**src/rtl/lsfr_pkg.sv**
```systemverilog
// Shared types, constants and helper functions for the LIN slave frame responder.
package lsfr_pkg;

  localparam logic [7:0] SYNC_BYTE = 8'h55;
  localparam logic [5:0] SHORT_ID_MAX = 6'd31;
  localparam logic [5:0] MID_ID_MAX = 6'd47;
  localparam logic [5:0] FRAME_ID_RESET = 6'd50;

  localparam logic [1:0] KIND_TX = 2'd0;
  localparam logic [1:0] KIND_SYNC_ERR = 2'd1;
  localparam logic [1:0] KIND_PID_ERR = 2'd2;

  localparam logic CFG_FRAME_ID = 1'b0;
  localparam logic CFG_RESPONSE_DATA = 1'b1;

  typedef enum logic [1:0] {
    PH_IDLE = 2'd0,
    PH_SYNC = 2'd1,
    PH_PID  = 2'd2
  } phase_t;

  typedef enum logic [1:0] {
    TX_IDLE = 2'd0,
    TX_DATA = 2'd1,
    TX_CSUM = 2'd2
  } tx_state_t;

  typedef enum logic [1:0] {
    CMD_SYNC_ERR = 2'd0,
    CMD_PID_ERR  = 2'd1,
    CMD_RESPOND  = 2'd2
  } cmd_op_t;

  typedef struct packed {
    cmd_op_t    op;
    logic [7:0] pid;
    logic [2:0] last_idx;
  } cmd_t;

  function automatic logic [7:0] protected_id(input logic [5:0] id);
    logic p0;
    logic p1;
    p0 = id[0] ^ id[1] ^ id[2] ^ id[4];
    p1 = ~(id[1] ^ id[3] ^ id[4] ^ id[5]);
    return {p1, p0, id};
  endfunction

  // Index of the final data byte: 2, 4 or 8 bytes by id range.
  function automatic logic [2:0] last_index(input logic [5:0] id);
    logic [2:0] li;
    if (id <= SHORT_ID_MAX) begin
      li = 3'd1;
    end else if (id <= MID_ID_MAX) begin
      li = 3'd3;
    end else begin
      li = 3'd7;
    end
    return li;
  endfunction

endpackage

```
**src/rtl/lsfr_if.sv**
```systemverilog
// Valid/ready channel interfaces for received bytes and response results.
interface lsfr_in_if;
  logic       valid;
  logic       ready;
  logic [7:0] rx_byte;
  logic       framing_error;
  modport source(output valid, output rx_byte, output framing_error, input ready);
  modport sink(input valid, input rx_byte, input framing_error, output ready);
endinterface

interface lsfr_out_if;
  logic       valid;
  logic       ready;
  logic [1:0] kind;
  logic [7:0] tx_byte;
  logic       last;
  modport source(output valid, output kind, output tx_byte, output last, input ready);
  modport sink(input valid, input kind, input tx_byte, input last, output ready);
endinterface

```
**src/rtl/lsfr_header_parser.sv**
```systemverilog
// Front end: tracks break, sync and PID bytes and queues a command per header outcome.
module lsfr_header_parser (
  input  logic          clk,
  input  logic          rst,
  lsfr_in_if.sink       rx_in,
  input  logic [5:0]    frame_id,
  input  logic          full,
  output logic          push,
  output lsfr_pkg::cmd_t cmd
);
  import lsfr_pkg::*;

  phase_t phase;
  phase_t phase_next;
  logic   accept;

  assign rx_in.ready = ~full;
  assign accept = rx_in.valid & rx_in.ready;

  always_ff @(posedge clk) begin
    if (rst) begin
      phase <= PH_IDLE;
    end else begin
      phase <= phase_next;
    end
  end

  always_comb begin
    phase_next = phase;
    if (accept) begin
      unique case (phase)
        PH_SYNC: begin
          if (rx_in.rx_byte == SYNC_BYTE) begin
            phase_next = PH_PID;
          end else if (rx_in.rx_byte != 8'd0) begin
            phase_next = PH_IDLE;
          end
        end
        PH_PID: phase_next = PH_IDLE;
        default: begin
          if (rx_in.rx_byte == 8'd0 && rx_in.framing_error) begin
            phase_next = PH_SYNC;
          end else begin
            phase_next = PH_IDLE;
          end
        end
      endcase
    end
  end

  always_comb begin
    push = 1'b0;
    cmd.op = CMD_SYNC_ERR;
    cmd.pid = protected_id(frame_id);
    cmd.last_idx = last_index(frame_id);
    if (accept) begin
      unique case (phase)
        PH_SYNC: begin
          if (rx_in.rx_byte != 8'd0 && rx_in.rx_byte != SYNC_BYTE) begin
            push = 1'b1;
          end
        end
        PH_PID: begin
          push = 1'b1;
          cmd.op = (rx_in.rx_byte == cmd.pid) ? CMD_RESPOND : CMD_PID_ERR;
        end
        default: push = 1'b0;
      endcase
    end
  end

`ifndef SYNTH
  a_pid_beat_queues: assert property (@(posedge clk) disable iff (rst)
    (accept && phase == PH_PID) |-> push)
    else $error("PID beat did not queue a command");
`endif

endmodule

```
**src/rtl/lsfr_cmd_fifo.sv**
```systemverilog
// Two-entry command queue between the header parser and the transmit sequencer.
module lsfr_cmd_fifo (
  input  logic           clk,
  input  logic           rst,
  input  logic           push,
  input  lsfr_pkg::cmd_t push_cmd,
  input  logic           pop,
  output lsfr_pkg::cmd_t head,
  output logic           full,
  output logic           empty
);
  import lsfr_pkg::*;

  cmd_t       entries [2];
  logic       wr_ptr;
  logic       rd_ptr;
  logic [1:0] count;

  assign full = (count == 2'd2);
  assign empty = (count == 2'd0);
  assign head = entries[rd_ptr];

  always_ff @(posedge clk) begin
    if (push) begin
      entries[wr_ptr] <= push_cmd;
    end
  end

  always_ff @(posedge clk) begin
    if (rst) begin
      wr_ptr <= 1'b0;
      rd_ptr <= 1'b0;
      count <= 2'd0;
    end else begin
      if (push) begin
        wr_ptr <= ~wr_ptr;
      end
      if (pop) begin
        rd_ptr <= ~rd_ptr;
      end
      if (push && !pop) begin
        count <= count + 2'd1;
      end else if (pop && !push) begin
        count <= count - 2'd1;
      end
    end
  end

`ifndef SYNTH
  a_no_overflow: assert property (@(posedge clk) disable iff (rst) push |-> !full)
    else $error("command queue overflow");
`endif
`ifndef SYNTH
  a_no_underflow: assert property (@(posedge clk) disable iff (rst) pop |-> !empty)
    else $error("command queue underflow");
`endif

endmodule

```
**src/rtl/lsfr_response_tx.sv**
```systemverilog
// Back end: turns queued commands into result beats, one byte per beat, with checksum.
module lsfr_response_tx (
  input  logic           clk,
  input  logic           rst,
  input  lsfr_pkg::cmd_t head,
  input  logic           empty,
  output logic           pop,
  input  logic [63:0]    response_data,
  lsfr_out_if.source     tx_out
);
  import lsfr_pkg::*;

  tx_state_t  state;
  tx_state_t  state_next;
  logic [2:0] idx;
  logic [2:0] last_idx;
  logic [7:0] sum;
  logic [7:0] sum_next;
  logic [8:0] sum_wide;
  logic [7:0] data_byte;
  logic       adv;
  logic       load;
  logic [1:0] kind_d;
  logic [7:0] byte_d;
  logic       last_d;
  logic       out_valid;
  logic [1:0] out_kind;
  logic [7:0] out_byte;
  logic       out_last;

  assign tx_out.valid = out_valid;
  assign tx_out.kind = out_kind;
  assign tx_out.tx_byte = out_byte;
  assign tx_out.last = out_last;

  assign adv = ~out_valid | tx_out.ready;
  assign data_byte = response_data[{idx, 3'b000} +: 8];
  // End-around carry: a carry out of bit 7 wraps back into bit 0.
  assign sum_wide = {1'b0, sum} + {1'b0, data_byte};
  assign sum_next = sum_wide[7:0] + {7'd0, sum_wide[8]};

  always_comb begin
    state_next = state;
    unique case (state)
      TX_IDLE: begin
        if (adv && !empty && head.op == CMD_RESPOND) begin
          state_next = TX_DATA;
        end
      end
      TX_DATA: begin
        if (adv && idx == last_idx) begin
          state_next = TX_CSUM;
        end
      end
      TX_CSUM: begin
        if (adv) begin
          state_next = TX_IDLE;
        end
      end
      default: state_next = TX_IDLE;
    endcase
  end

  always_comb begin
    pop = 1'b0;
    load = 1'b0;
    kind_d = KIND_TX;
    byte_d = 8'd0;
    last_d = 1'b0;
    unique case (state)
      TX_IDLE: begin
        pop = adv & ~empty;
        if (pop && head.op != CMD_RESPOND) begin
          load = 1'b1;
          kind_d = (head.op == CMD_SYNC_ERR) ? KIND_SYNC_ERR : KIND_PID_ERR;
          last_d = 1'b1;
        end
      end
      TX_DATA: begin
        load = adv;
        byte_d = data_byte;
      end
      TX_CSUM: begin
        load = adv;
        byte_d = ~sum;
        last_d = 1'b1;
      end
      default: load = 1'b0;
    endcase
  end

  always_ff @(posedge clk) begin
    if (rst) begin
      state <= TX_IDLE;
      out_valid <= 1'b0;
    end else begin
      state <= state_next;
      if (load) begin
        out_valid <= 1'b1;
      end else if (tx_out.ready) begin
        out_valid <= 1'b0;
      end
    end
  end

  always_ff @(posedge clk) begin
    if (load) begin
      out_kind <= kind_d;
      out_byte <= byte_d;
      out_last <= last_d;
    end
    if (pop) begin
      idx <= 3'd0;
      sum <= head.pid;
      last_idx <= head.last_idx;
    end else if (state == TX_DATA && adv) begin
      idx <= idx + 3'd1;
      sum <= sum_next;
    end
  end

`ifndef SYNTH
  a_csum_is_last: assert property (@(posedge clk) disable iff (rst)
    (state == TX_CSUM && adv) |=> (tx_out.valid && tx_out.last && tx_out.kind == KIND_TX))
    else $error("checksum beat not marked last");
`endif

endmodule

```
**src/rtl/lin_slave_frame_responder.sv**
```systemverilog
// LIN slave frame responder: header parser, command queue and response sequencer.
// A sync or PID error beat is registered in the command queue, then in the output register.
// A matched PID is answered by the byte-serial transmit sequencer: two, four or eight data
// bytes by frame id range, then the checksum byte.
// Input bytes are taken every cycle while the two-entry command queue has room.
// Reset: phase idle, frame_id 50, response_data 0, queue and output register empty.
module lin_slave_frame_responder (
  input  logic        clk,
  input  logic        rst,
  input  logic        cfg_we,
  input  logic        cfg_index,
  input  logic [63:0] cfg_data,
  lsfr_in_if.sink     rx_in,
  lsfr_out_if.source  tx_out
);
  import lsfr_pkg::*;

  logic [5:0]  frame_id;
  logic [63:0] response_data;
  logic        push;
  logic        pop;
  logic        full;
  logic        empty;
  cmd_t        push_cmd;
  cmd_t        head;

  always_ff @(posedge clk) begin
    if (rst) begin
      frame_id <= FRAME_ID_RESET;
      response_data <= 64'd0;
    end else if (cfg_we) begin
      unique case (cfg_index)
        CFG_FRAME_ID:      frame_id <= cfg_data[5:0];
        CFG_RESPONSE_DATA: response_data <= cfg_data;
        default:           frame_id <= frame_id;
      endcase
    end
  end

  lsfr_header_parser u_parser (
    .clk      (clk),
    .rst      (rst),
    .rx_in    (rx_in),
    .frame_id (frame_id),
    .full     (full),
    .push     (push),
    .cmd      (push_cmd)
  );

  lsfr_cmd_fifo u_fifo (
    .clk      (clk),
    .rst      (rst),
    .push     (push),
    .push_cmd (push_cmd),
    .pop      (pop),
    .head     (head),
    .full     (full),
    .empty    (empty)
  );

  lsfr_response_tx u_tx (
    .clk           (clk),
    .rst           (rst),
    .head          (head),
    .empty         (empty),
    .pop           (pop),
    .response_data (response_data),
    .tx_out        (tx_out)
  );

endmodule

```
**src/flat_wrapper.sv**
```systemverilog
// flat-port wrapper written by rule: the top's interface ports become plain ports
module lin_slave_frame_responder_flat import lsfr_pkg::*;
  (clk, rst, cfg_we, cfg_index, cfg_data, rx_in_valid, rx_in_rx_byte, rx_in_framing_error, rx_in_ready, tx_out_valid, tx_out_kind, tx_out_tx_byte, tx_out_last, tx_out_ready);
  lsfr_in_if rx_in_i ();
  lsfr_out_if tx_out_i ();
  input  logic clk;
  input  logic rst;
  input  logic cfg_we;
  input  logic cfg_index;
  input  logic [63:0] cfg_data;
  input wire logic [$bits(rx_in_i.valid)-1:0] rx_in_valid;
  input wire logic [$bits(rx_in_i.rx_byte)-1:0] rx_in_rx_byte;
  input wire logic [$bits(rx_in_i.framing_error)-1:0] rx_in_framing_error;
  output wire logic [$bits(rx_in_i.ready)-1:0] rx_in_ready;
  output wire logic [$bits(tx_out_i.valid)-1:0] tx_out_valid;
  output wire logic [$bits(tx_out_i.kind)-1:0] tx_out_kind;
  output wire logic [$bits(tx_out_i.tx_byte)-1:0] tx_out_tx_byte;
  output wire logic [$bits(tx_out_i.last)-1:0] tx_out_last;
  input wire logic [$bits(tx_out_i.ready)-1:0] tx_out_ready;
  assign rx_in_i.valid = rx_in_valid;
  assign rx_in_i.rx_byte = rx_in_rx_byte;
  assign rx_in_i.framing_error = rx_in_framing_error;
  assign rx_in_ready = rx_in_i.ready;
  assign tx_out_valid = tx_out_i.valid;
  assign tx_out_kind = tx_out_i.kind;
  assign tx_out_tx_byte = tx_out_i.tx_byte;
  assign tx_out_last = tx_out_i.last;
  assign tx_out_i.ready = tx_out_ready;
  lin_slave_frame_responder u_core (.clk(clk), .rst(rst), .cfg_we(cfg_we), .cfg_index(cfg_index), .cfg_data(cfg_data), .rx_in(rx_in_i), .tx_out(tx_out_i));
endmodule
```
**config.mk**
```make
export PLATFORM = sky130hd
export DESIGN_NAME = lin_slave_frame_responder_flat
export DESIGN_NICKNAME = d
export VERILOG_FILES = /design/src/rtl/lsfr_pkg.sv /design/src/rtl/lsfr_if.sv /design/src/rtl/lsfr_header_parser.sv /design/src/rtl/lsfr_cmd_fifo.sv /design/src/rtl/lsfr_response_tx.sv /design/src/rtl/lin_slave_frame_responder.sv /design/src/flat_wrapper.sv
export SDC_FILE = /design/constraint.sdc
export NUM_CORES = 1
export LEC_CHECK = 0
export ABC_AREA = 1
export BUFFER_PORTS_ARGS = -buffer_cell sky130_fd_sc_hd__buf_2
export CORE_MARGIN = 4
export CORE_UTILIZATION = 38
export DETAILED_ROUTE_END_ITERATION = 8
export PLACE_DENSITY = 0.59
export SYNTH_ARGS = -nofsm -noshare
export SYNTH_HDL_FRONTEND = slang
export SYNTH_SLANG_ARGS = --single-unit
export TNS_END_PERCENT = 50
```
**constraint.sdc**
```tcl
create_clock -name clk -period 5 [get_ports clk]
set_clock_uncertainty 0.15 [all_clocks]
set_input_delay 0 -clock clk [delete_from_list [all_inputs] [get_ports clk]]
set_output_delay 0 -clock clk [all_outputs]
set_load 0.05 [all_outputs]
```
After elaboration in Yosys (flattened, before gate mapping)
Memories as Yosys holds them, arrays and structs flattened. A register that Yosys moved wholly into a read port is not among the register bits.
Cells that the tools add are included.
{ "totals": {"output_inout_bits": 13, "in_bits": 79, "ff_bits": 104, "wordCells": 113, "mem_count": 1, "ramBits": 26} }
{ "memory_table": {"columns": ["name", "depth", "word_bits", "rd", "rd_clocked_by_memory_dff", "wr", "line", "rtl"], "rows": [
  ["u_core.u_fifo.entries", 2, 13, 1, 1, 1, "lsfr_cmd_fifo.sv:14", "cmd_t entries [2];"]
]} }
{ "classes": {"n_addsub": 5, "muxes": 32, "n_reduce_logical": 26, "n_lt_le_gt_ge": 2, "n_bitwise": 17, "eq_ne": 15, "shift": 1} }
{ "op_table": {"columns": ["cell", "n"], "rows": [
  ["64-bit by 7-bit indexed part select with 8-bit output", 1],
  ["2-bit 2-to-1 mux", 11],
  ["8-bit 2-to-1 mux", 2],
  ["8-bit one-hot mux with 2 select lines", 1],
  ["1-bit 2-to-1 mux", 11],
  ["8-bit by 8-bit adder with 9-bit output", 1],
  ["1-bit logical AND", 9],
  ["8-bit by 1-bit adder with 8-bit output", 1],
  ["2-bit == test, second input constant", 4],
  ["8-bit by 7-bit == test with 1-bit output, second input constant", 1],
  ["8-bit == test", 1],
  ["8-bit zero test", 1],
  ["2-bit != test, second input constant", 4],
  ["8-bit by 7-bit != test with 1-bit output, second input constant", 1],
  ["8-bit NOT", 1],
  ["2-bit AND reduction", 4],
  ["8-bit nonzero test", 1],
  ["1-bit NOT", 7],
  ["6-bit by 5-bit less-or-equal comparator with 1-bit output, second input constant", 1],
  ["6-bit less-or-equal comparator, second input constant", 1],
  ["2-bit zero test", 3],
  ["3-bit 2-to-1 mux", 2],
  ["1-bit one-hot mux with 2 select lines", 3],
  ["2-bit one-hot mux with 3 select lines", 1],
  ["other kinds (14)", 25]
]} }

Depth between registers and ports, before layout
Gate-level depths: netlist of the first run.
{ "logic_depth": {"depth_word": 9, "depth_mapped": 25} }

Hierarchy
Synthesis of the first run repeated with hierarchy kept, for this count alone.
{ "hier_totals": {"cells_unflattened": 850, "hier_area_um2": 6775.2} }
{ "by_module_without_submodules": {"columns": ["module", "seq_area_each_um2", "cells_per_inst", "instances", "area_per_inst_um2"], "rows": [
  ["lin_slave_frame_responder", 1401.3, 320, 1, 2571.2],
  ["lsfr_response_tx", 780.7, 331, 1, 2401.1],
  ["lsfr_cmd_fifo", 880.8, 73, 1, 1202.4],
  ["lsfr_header_parser", 40.0, 126, 1, 600.6]
]} }

Least setup slack after synthesis of the first run
No wires, ideal clock.
{ "synth_path": {"path_kind": "reg-to-reg", "start": "reg u_core.u_tx.idx[0]", "end": "reg u_core.u_tx.sum[3] (data pin)", "required_time_ns": 4.595, "setup_slack_ns": 1.780, "setup_ns": 0.255, "n_path_buf": 2, "stages_incl_launch_ff": 19, "period_less_slack_ns": 3.220, "t_arrival_ns": 2.815, "cell_sequence": "dfxtp_1 > buf_4 > clkinv_2 > buf_2 > o21ai_0 > o211ai_1 > o21a_1 > ha_1 > fa_1 > nand2_1 > nand3_1 > nand2_1 > nand2_1 > a21o_1 > ha_1 > nand2_1 > nor2_2 > or2_1 > a31o_1"} }
{ "synth_between": {"elab_chain_cells": 5} }
{ "synth_lines": {"columns": ["item", "line", "rtl"], "rows": [
  ["start: declaration", "lsfr_response_tx.sv:15", "logic [2:0] idx;"],
  ["start signal: assignment", "lsfr_response_tx.sv:117", "idx <= idx + 3'd1;"],
  ["64-bit by 7-bit indexed part select with 8-bit output", "lsfr_response_tx.sv:37", "assign data_byte = response_data[{idx, 3'b000} +: 8];"],
  ["8-bit by 8-bit adder with 9-bit output", "lsfr_response_tx.sv:39", "assign sum_wide = {1'b0, sum} + {1'b0, data_byte};"],
  ["8-bit by 1-bit adder with 8-bit output", "lsfr_response_tx.sv:40", "assign sum_next = sum_wide[7:0] + {7'd0, sum_wide[8]};"],
  ["8-bit 2-to-1 mux", "lsfr_response_tx.sv:116", "end else if (state == TX_DATA && adv) begin"],
  ["8-bit 2-to-1 mux", "lsfr_response_tx.sv:112", "if (pop) begin"],
  ["end signal: assignment", "lsfr_response_tx.sv:114", "sum <= head.pid;"],
  ["end signal: assignment", "lsfr_response_tx.sv:118", "sum <= sum_next;"],
  ["end: declaration", "lsfr_response_tx.sv:17", "logic [7:0] sum;"]
]} }
No other way between the ends. The select of a mux whose other input is x is not followed.
A chain may end at the register's enable or synchronous reset.

Final worst setup path of the first run
{ "layout_path": {"start": "reg u_core.u_tx.idx[1]", "end": "reg u_core.u_tx.sum[7] (data pin)"} }
Same word-level chain as after synthesis.

==> impl_metrics.yaml, run 1 <==
status:
  outcome: "finished clean"
synth:
  synth_cells: 781
  ys_async_sr_fraction_pct: 0
  synth-edff-count: 45
  yosysSeqAreaShare_pct: 48.2
  synth-main-ff-cell: "dfxtp_1"
  ys_ff_latch: 128
  syn_avg_cell_area_um2: 8.01
  synth_fp_nets: 880
  ys_warn_count: 0
  synth_area_um2: 6250
  synthDistinctLibCells: 43
finish:
  antenna_cells: 0
  nNetsFinal: 1044
  seqCellArea_um2: 3010
  area_growth_pct: 33.0
  fill_cells: 1550
  multiInputGateArea_um2: 2870
  drive_gt1_share_pct: 17.3
critical_path:
  rr_worst_depth: 23
  endpoint_kind: "flip-flop"
  rrSetupSlack_ns: 1.37
  r2r_start: "u_core.u_tx.idx[1]$_SDFFE_PP0P_"
  required_ns: 5.02
  criticalPathCategory: "reg2reg"
  cp.arrival_ns: 3.65
  start_kind: "flip-flop"
  r2r_end: "u_core.u_tx.sum[7]$_DFFE_PP_"
  cp_max_fo: 16
timing:
  setup_tns_ns: 0
  worst_pin_slew_ns: 1.06
  hold_viol_final: 0
  min_period_ns: 3.63
  rsz0062_at_grt: "no"
  period_share_pct: 72.6
  slew_headroom_pct: 29.5
  finalSetupViolations: 0
  slew_viol_final: 0
  fmax_mhz: 275
detailed_routing:
  postRouteAntennaNets: 0
  wl_per_cell_um: 13.8
  vias_per_cell: 4.78
  drc_errors: 0
  first_iter_violations: 352
  wl_mm: 16.2
  vias: 5617
  dr.pass1.iters: 7
clock_network:
  cts_max_level: 4
  root_buffer: "clkbuf_16"
  ctsHoldBuffers: 88
  cts_buffers: 17
  cts.sinks: 128
  postCtsSetupBuffers: 0
  cts.reportedPaths.clkPinSlew_ns: 0.06
  clockBufferDepth: 2
  cts_tree: "yes"
  clkLatencyLatePin_ns: 0.42
  cts_resized: 0
floorplanning:
  die_y_um: 136
  die_w_um: 136
  fp-row-count: 46
  coreArea_um2: 16000
  ios: 92
  initial_core_util_pct: 39.1
  die_area_um2: 18600
grt:
  grt_pass1_wl_mm: 26.3
  met1_usage_pct: 25.4
  grt_overflow: 0
  grtUsageMet3_pct: 4.00
  grt-busiest-layer: "met2"
  grt_max_degree: 66
  antenna_found_initial: 0
  grt.total_usage_pct: 18.1
  grtUsageMet2_pct: 28.2
  grt_pass1_vias: 5235
placed_design:
  place_hpwl_mm: 11.1
  portBuffers: 91
  place.gp.congestion: 0.915
min_path:
  hp-start: "rx_in_rx_byte[5]"
  hold_depth: 10
  min_to: "u_core.u_fifo.wr_ptr$_SDFFE_PP0P_"
  hp-class: "in2reg"
pwr:
  p_leak_uw: 0.00351
  vdd_drop_max_mv: 0.333
  finalPower_uw: 5310
  powerDensity_nw_per_um2: 638
job:
  drv_cap: 0
==> critical path, cell delays in order (launching register included) <==
cell      delay [ns]
dfxtp_1         0.57
buf_4           0.28
nor2_1          0.06
o21ai_0         0.07
o211ai_1        0.12
o21a_1          0.16
ha_1            0.43
nand2_1         0.08
nand2_1         0.10
nand2_1         0.08
nand3_1         0.09
nand2_1         0.06
nand2_1         0.06
a21o_1          0.14
ha_1            0.16
nand2_1         0.08
nor2_2          0.16
nand3_1         0.12
nor2_1          0.11
nand3_1         0.08
nand2_1         0.06
nand2_1         0.04
nand2_1         0.05
nand2_1         0.05
==> synth_stat cells, types with 6 or more instances <==
| master | instances | share of area (%) |
|---|---|---|
| o211ai_1 | 9 | 1.1 |
| o21a_1 | 10 | 1.2 |
| nand2_1 | 95 | 5.7 |
| nor2_1 | 196 | 12 |
| inv_1 | 43 | 2.6 |
| or2_2 | 10 | 1.0 |
| ha_1 | 19 | 3.8 |
| o21ai_0 | 110 | 8.8 |
| a21oi_1 | 25 | 2.0 |
| nand2_2 | 6 | 0.60 |
| edfxtp_1 | 45 | 22 |
| o22ai_1 | 10 | 1.0 |
| dfxtp_1 | 83 | 27 |
| clkbuf_1 | 24 | 1.4 |
| buf_4 | 8 | 0.96 |
| nand3_1 | 23 | 1.8 |
==> flip-flops by register name, indices dropped and copies added, names as in the netlist, 3 cells and up, named ones only <==
signal and cells:
u_core.response_data 64, u_core.u_fifo.entries 24, u_core.u_tx.sum 8, u_core.u_tx.tx_out.tx_byte 8
u_core.frame_id 6, u_core.u_tx.idx 3
==> how the worst max path moves through the flow <==
stage | from | endpoint | slack [ns] | cells past startpoint
2_1_floorplan | u_core.u_tx.idx[0]$_SDFFE_PP0P_ | u_core.u_tx.sum[3]$_DFFE_PP_ | 1.78 | 18
3_3_place_gp | u_core.u_tx.idx[1]$_SDFFE_PP0P_ | u_core.u_tx.sum[7]$_DFFE_PP_ | 1.52 | 23
3_5_place_dp | u_core.u_tx.idx[1]$_SDFFE_PP0P_ | u_core.u_tx.sum[7]$_DFFE_PP_ | 1.42 | 23
4_1_cts | u_core.u_tx.idx[0]$_SDFFE_PP0P_ | u_core.u_tx.sum[7]$_DFFE_PP_ | 1.39 | 22
5_1_grt | u_core.u_tx.idx[0]$_SDFFE_PP0P_ | u_core.u_tx.sum[7]$_DFFE_PP_ | 0.90 | 22
6_report | u_core.u_tx.idx[1]$_SDFFE_PP0P_ | u_core.u_tx.sum[7]$_DFFE_PP_ | 1.37 | 23
==> final cells by class <==
cell class,instances,area share [%]
clock inverter,14,2.15
clock buffer,18,5.16
timing repair buffer,183,16.4
multi-input combinational,564,34.5
sequential,128,36.2
inverter,51,2.33
tap,216,3.25
==> power by group <==
| group | internal, uW | switching, uW | total (uW) |
|---|---|---|---|
| clock | 790 | 473 | 1260 |
| combinational | 903 | 1670 | 2570 |
| sequential | 1350 | 120 | 1470 |
==> placed cells by master, fill, tap and decap left out, types with 5 or more instances in the layout <==
cell type	n
or2_2	10
inv_1	43
o211ai_1	9
nand2_2	6
nand2_1	95
edfxtp_1	45
buf_2	91
clkbuf_16	17
nand3_1	23
a21oi_1	25
inv_2	5
o21ai_0	110
nor2_2	5
nor2_1	196
dfxtp_1	83
o21a_1	10
xnor2_1	5
o22ai_1	10
xor2_1	5
ha_1	19
dlygate4sd3_1	88
==> kinds of logic after synthesis <==
| logic type | after synthesis | share of synthesized area (%) |
|---|---|---|
| flops | 128 | 48.2 |
| mux | 1 | 0.160 |
| fa+ha+maj | 20 | 4.12 |
| compound gates | 176 | 15.4 |
| buf+inv | 89 | 5.96 |
| simple gates | 356 | 24.5 |
| xor+xnor | 11 | 1.66 |
==> stage by stage <==
step / worst slack [ns] / area [um2] / instances / hold WS (ns) / utilization, %
global placement: 1.52 / 6830 / 1054 / 0.0862 / 42.7
CTS: 1.39 / 8320 / 1174 / 0.204 / 52.0
finish: 1.37 / 8320 / 1174 / 0.200 / 52.0
floorplan: 1.78 / 6250 / 781 / -0.0809 / -
global route: 0.899 / 8320 / 1174 / 0.235 / 52.0
detailed placement: 1.42 / 6830 / 1054 / 0.0961 / 42.7
==> metal layers <==
metal,share of wire (%),wire [um],vias to the layer above
met5,0,0,-
met4,1.1,186,0
met3,5.1,822,17
met2,45,7280,128
met1,49,7920,2551
li1,-,-,2921
Power figures use the tool's default switching activity.
==> run 2, diff against run 1 <==
Settings changed: PLACE_DENSITY 0.59 to 0.61.
Clock period 5 ns to 3.3 ns, I/O delays scaled along.
==> run 2 against run 1 <==
  * Wire length up 5.7%
  * Core utilization up 3.0 points
  * Via count up 1.6%
  * Sequential power up 54%
  * Clock power is 56% higher
  * Register-to-register slack lost 1.3 ns
  * Worst hold slack worse by 0.10 ns
  * Global-route usage grew 0.26 points
  * Combinational power grew 87%
  * Largest power group unchanged
==> impl_metrics.yaml, run 2 (synthesis gave the netlist of run 1 again) <==
detailed_routing:
  first_iter_violations: 374
  vias: 5708
  drc_errors: 0
  postRouteAntennaNets: 0
  vias_per_cell: 4.76
  wl_per_cell_um: 14.3
  wl_mm: 17.1
  dr.pass1.iters: 4
critical_path:
  required_ns: 3.33
  start_kind: "flip-flop"
  endpoint_kind: "flip-flop"
  r2r_start: "u_core.u_tx.idx[0]$_SDFFE_PP0P_"
  critPathLaunch: "u_core.u_tx.idx[0]$_SDFFE_PP0P_"
  criticalPathCategory: "reg2reg"
  cp.arrival_ns: 3.25
  cp_max_fo: 6
placed_design:
  dpl_cell_area_um2: 7000
  preCtsSetupSlack_ns: -0.0727
  post-place-cells: 1073
  place_hpwl_mm: 11.3
  place.gp.congestion: 0.886
  portBuffers: 91
floorplanning:
  initial_core_util_pct: 39.1
  die_y_um: 136
  coreArea_um2: 16000
  fp-row-count: 46
  die_w_um: 136
  die_area_um2: 18600
  ios: 92
grt:
  grt_max_degree: 72
  antenna_found_initial: 0
  grt_overflow: 0
  grt.total_usage_pct: 18.4
  grt_pass1_wl_mm: 26.4
  grt_pass1_vias: 5376
timing:
  fmax_mhz: 310
  slew_headroom_pct: 28.5
  min_period_ns: 3.23
  rsz0062_at_grt: "yes"
  finalSetupViolations: 0
  period_share_pct: 97.8
  holdWs_ns: 0.0998
  slew_viol_final: 0
  hold_viol_final: 0
  worst_pin_slew_ns: 1.07
  setup_ws_ns: 0.0713
finish:
  largest_register_ffs: 64
  antenna_cells: 0
  drive_gt1_share_pct: 23.5
  final_cell_mix: "nor2_1, o21ai_0, buf_2, nand2_1, dlygate4sd3_1"
  final_cells: 1199
  reg.largest.list: "u_core.response_data x64, u_core.u_fifo.entries x24"
  area_growth_pct: 40.7
  stdcell_area_um2: 8800
  nNetsFinal: 1069
  top_register: "u_core.response_data"
  final_common_cell: "nor2_1"
clock_network:
  root_buffer: "clkbuf_16"
  clockBufferDepth: 2
  cts.reportedPaths.clkPinSlew_ns: 0.06
  cts_tree: "yes"
  cts.sinks: 128
  cts_buffers: 17
  clkLatencyLatePin_ns: 0.42
  cts_max_level: 4
pwr:
  finalPower_uw: 9040
  vdd_drop_max_mv: 0.526
  p_leak_uw: 0.00371
  powerDensity_nw_per_um2: 1030
status:
  outcome: "finished clean"
min_path:
  hp-start: "rx_in_rx_byte[1]"
  hp-class: "in2reg"
job:
  drv_cap: 0
run 2: cell count changes in the layout (fill, tap and decap cells not counted), moves of 5 or more:
cell	previous run	this run
ha_1	19	12
buf_4	4	23
nand2_2	6	11
nor2_1	196	185
o21ai_0	110	97
o21ai_2	0	6
nand2_1	95	88
nor2_2	5	11
o21ai_1	4	10
nor2_4	1	6
run 2: layer usage:
metal / vias up / track usage [%] / wire [um]
li1: 2957 / - / -
met1: 2586 / 24.3 / 8100
met2: 140 / 29.3 / 7970
met3: 25 / 4.59 / 767
met4: 0 / 6.55 / 293
met5: - / 0 / 0
run 2: path summary, 6_finish.rpt:
| check | end | slack [ns] | cells after the start |
|---|---|---|---|
| max reg2reg | u_core.u_tx.sum[3]$_DFFE_PP_ | 0.07 | 17 |
| min | u_core.u_fifo.entries[0][12]$_DFFE_PP_ | 0.1 | 7 |
| max | u_core.u_tx.sum[3]$_DFFE_PP_ | 0.07 | 17 |
| min reg2reg | u_core.response_data[39]$_SDFFE_PP0P_ | 0.34 | 2 |
run 2: area by class of cell:
cell class | instances | area (um2)
multi-input combinational | 564 | 3060
inverter | 51 | 199
fill | 1470 | 7200
clock inverter | 8 | 123
sequential | 128 | 3020
timing repair buffer | 208 | 1630
tap | 216 | 270
clock buffer | 24 | 503
run 2: repair_timing:
item,in CTS,in global routing
hold endpoints to repair,84,0
gates cloned,0,1
setup buffers,0,6
hold buffers,87,0
gates resized for setup,4,70
setup endpoints to repair,4,8
pin swaps,0,23
run 2: power by group:
group / internal (uW) / leakage (uW) / switching [uW] / total (uW)
logic: 1940 / 0.00230 / 2860 / 4800
clock network: 1290 / 0.000306 / 679 / 1970
registers: 2060 / 0.00110 / 205 / 2260
total: 5290 / 0.00371 / 3750 / 9040
run 2: critical path, cell delays in order (launching register included):
cell and delay (ns):
dfxtp_4 0.40, inv_6 0.06, buf_4 0.15, o21ai_1 0.12
o211ai_1 0.12, o21a_1 0.16, ha_2 0.22, fa_2 0.42
nand2_2 0.08, nand3_1 0.06, nand2_1 0.08, nand2_1 0.06
a21o_1 0.20, ha_2 0.18, nand2_2 0.09, nor2_4 0.05
or2_1 0.22, a31o_1 0.17
run 2: stage by stage:
stage          TNS (ns)  utilization, %
3_3_place_gp          0            43.7
4_1_cts               0            53.2
2_1_floorplan         0               -
5_1_grt          -0.127            55.0
6_report              0            55.0
3_5_place_dp     -0.169            43.7
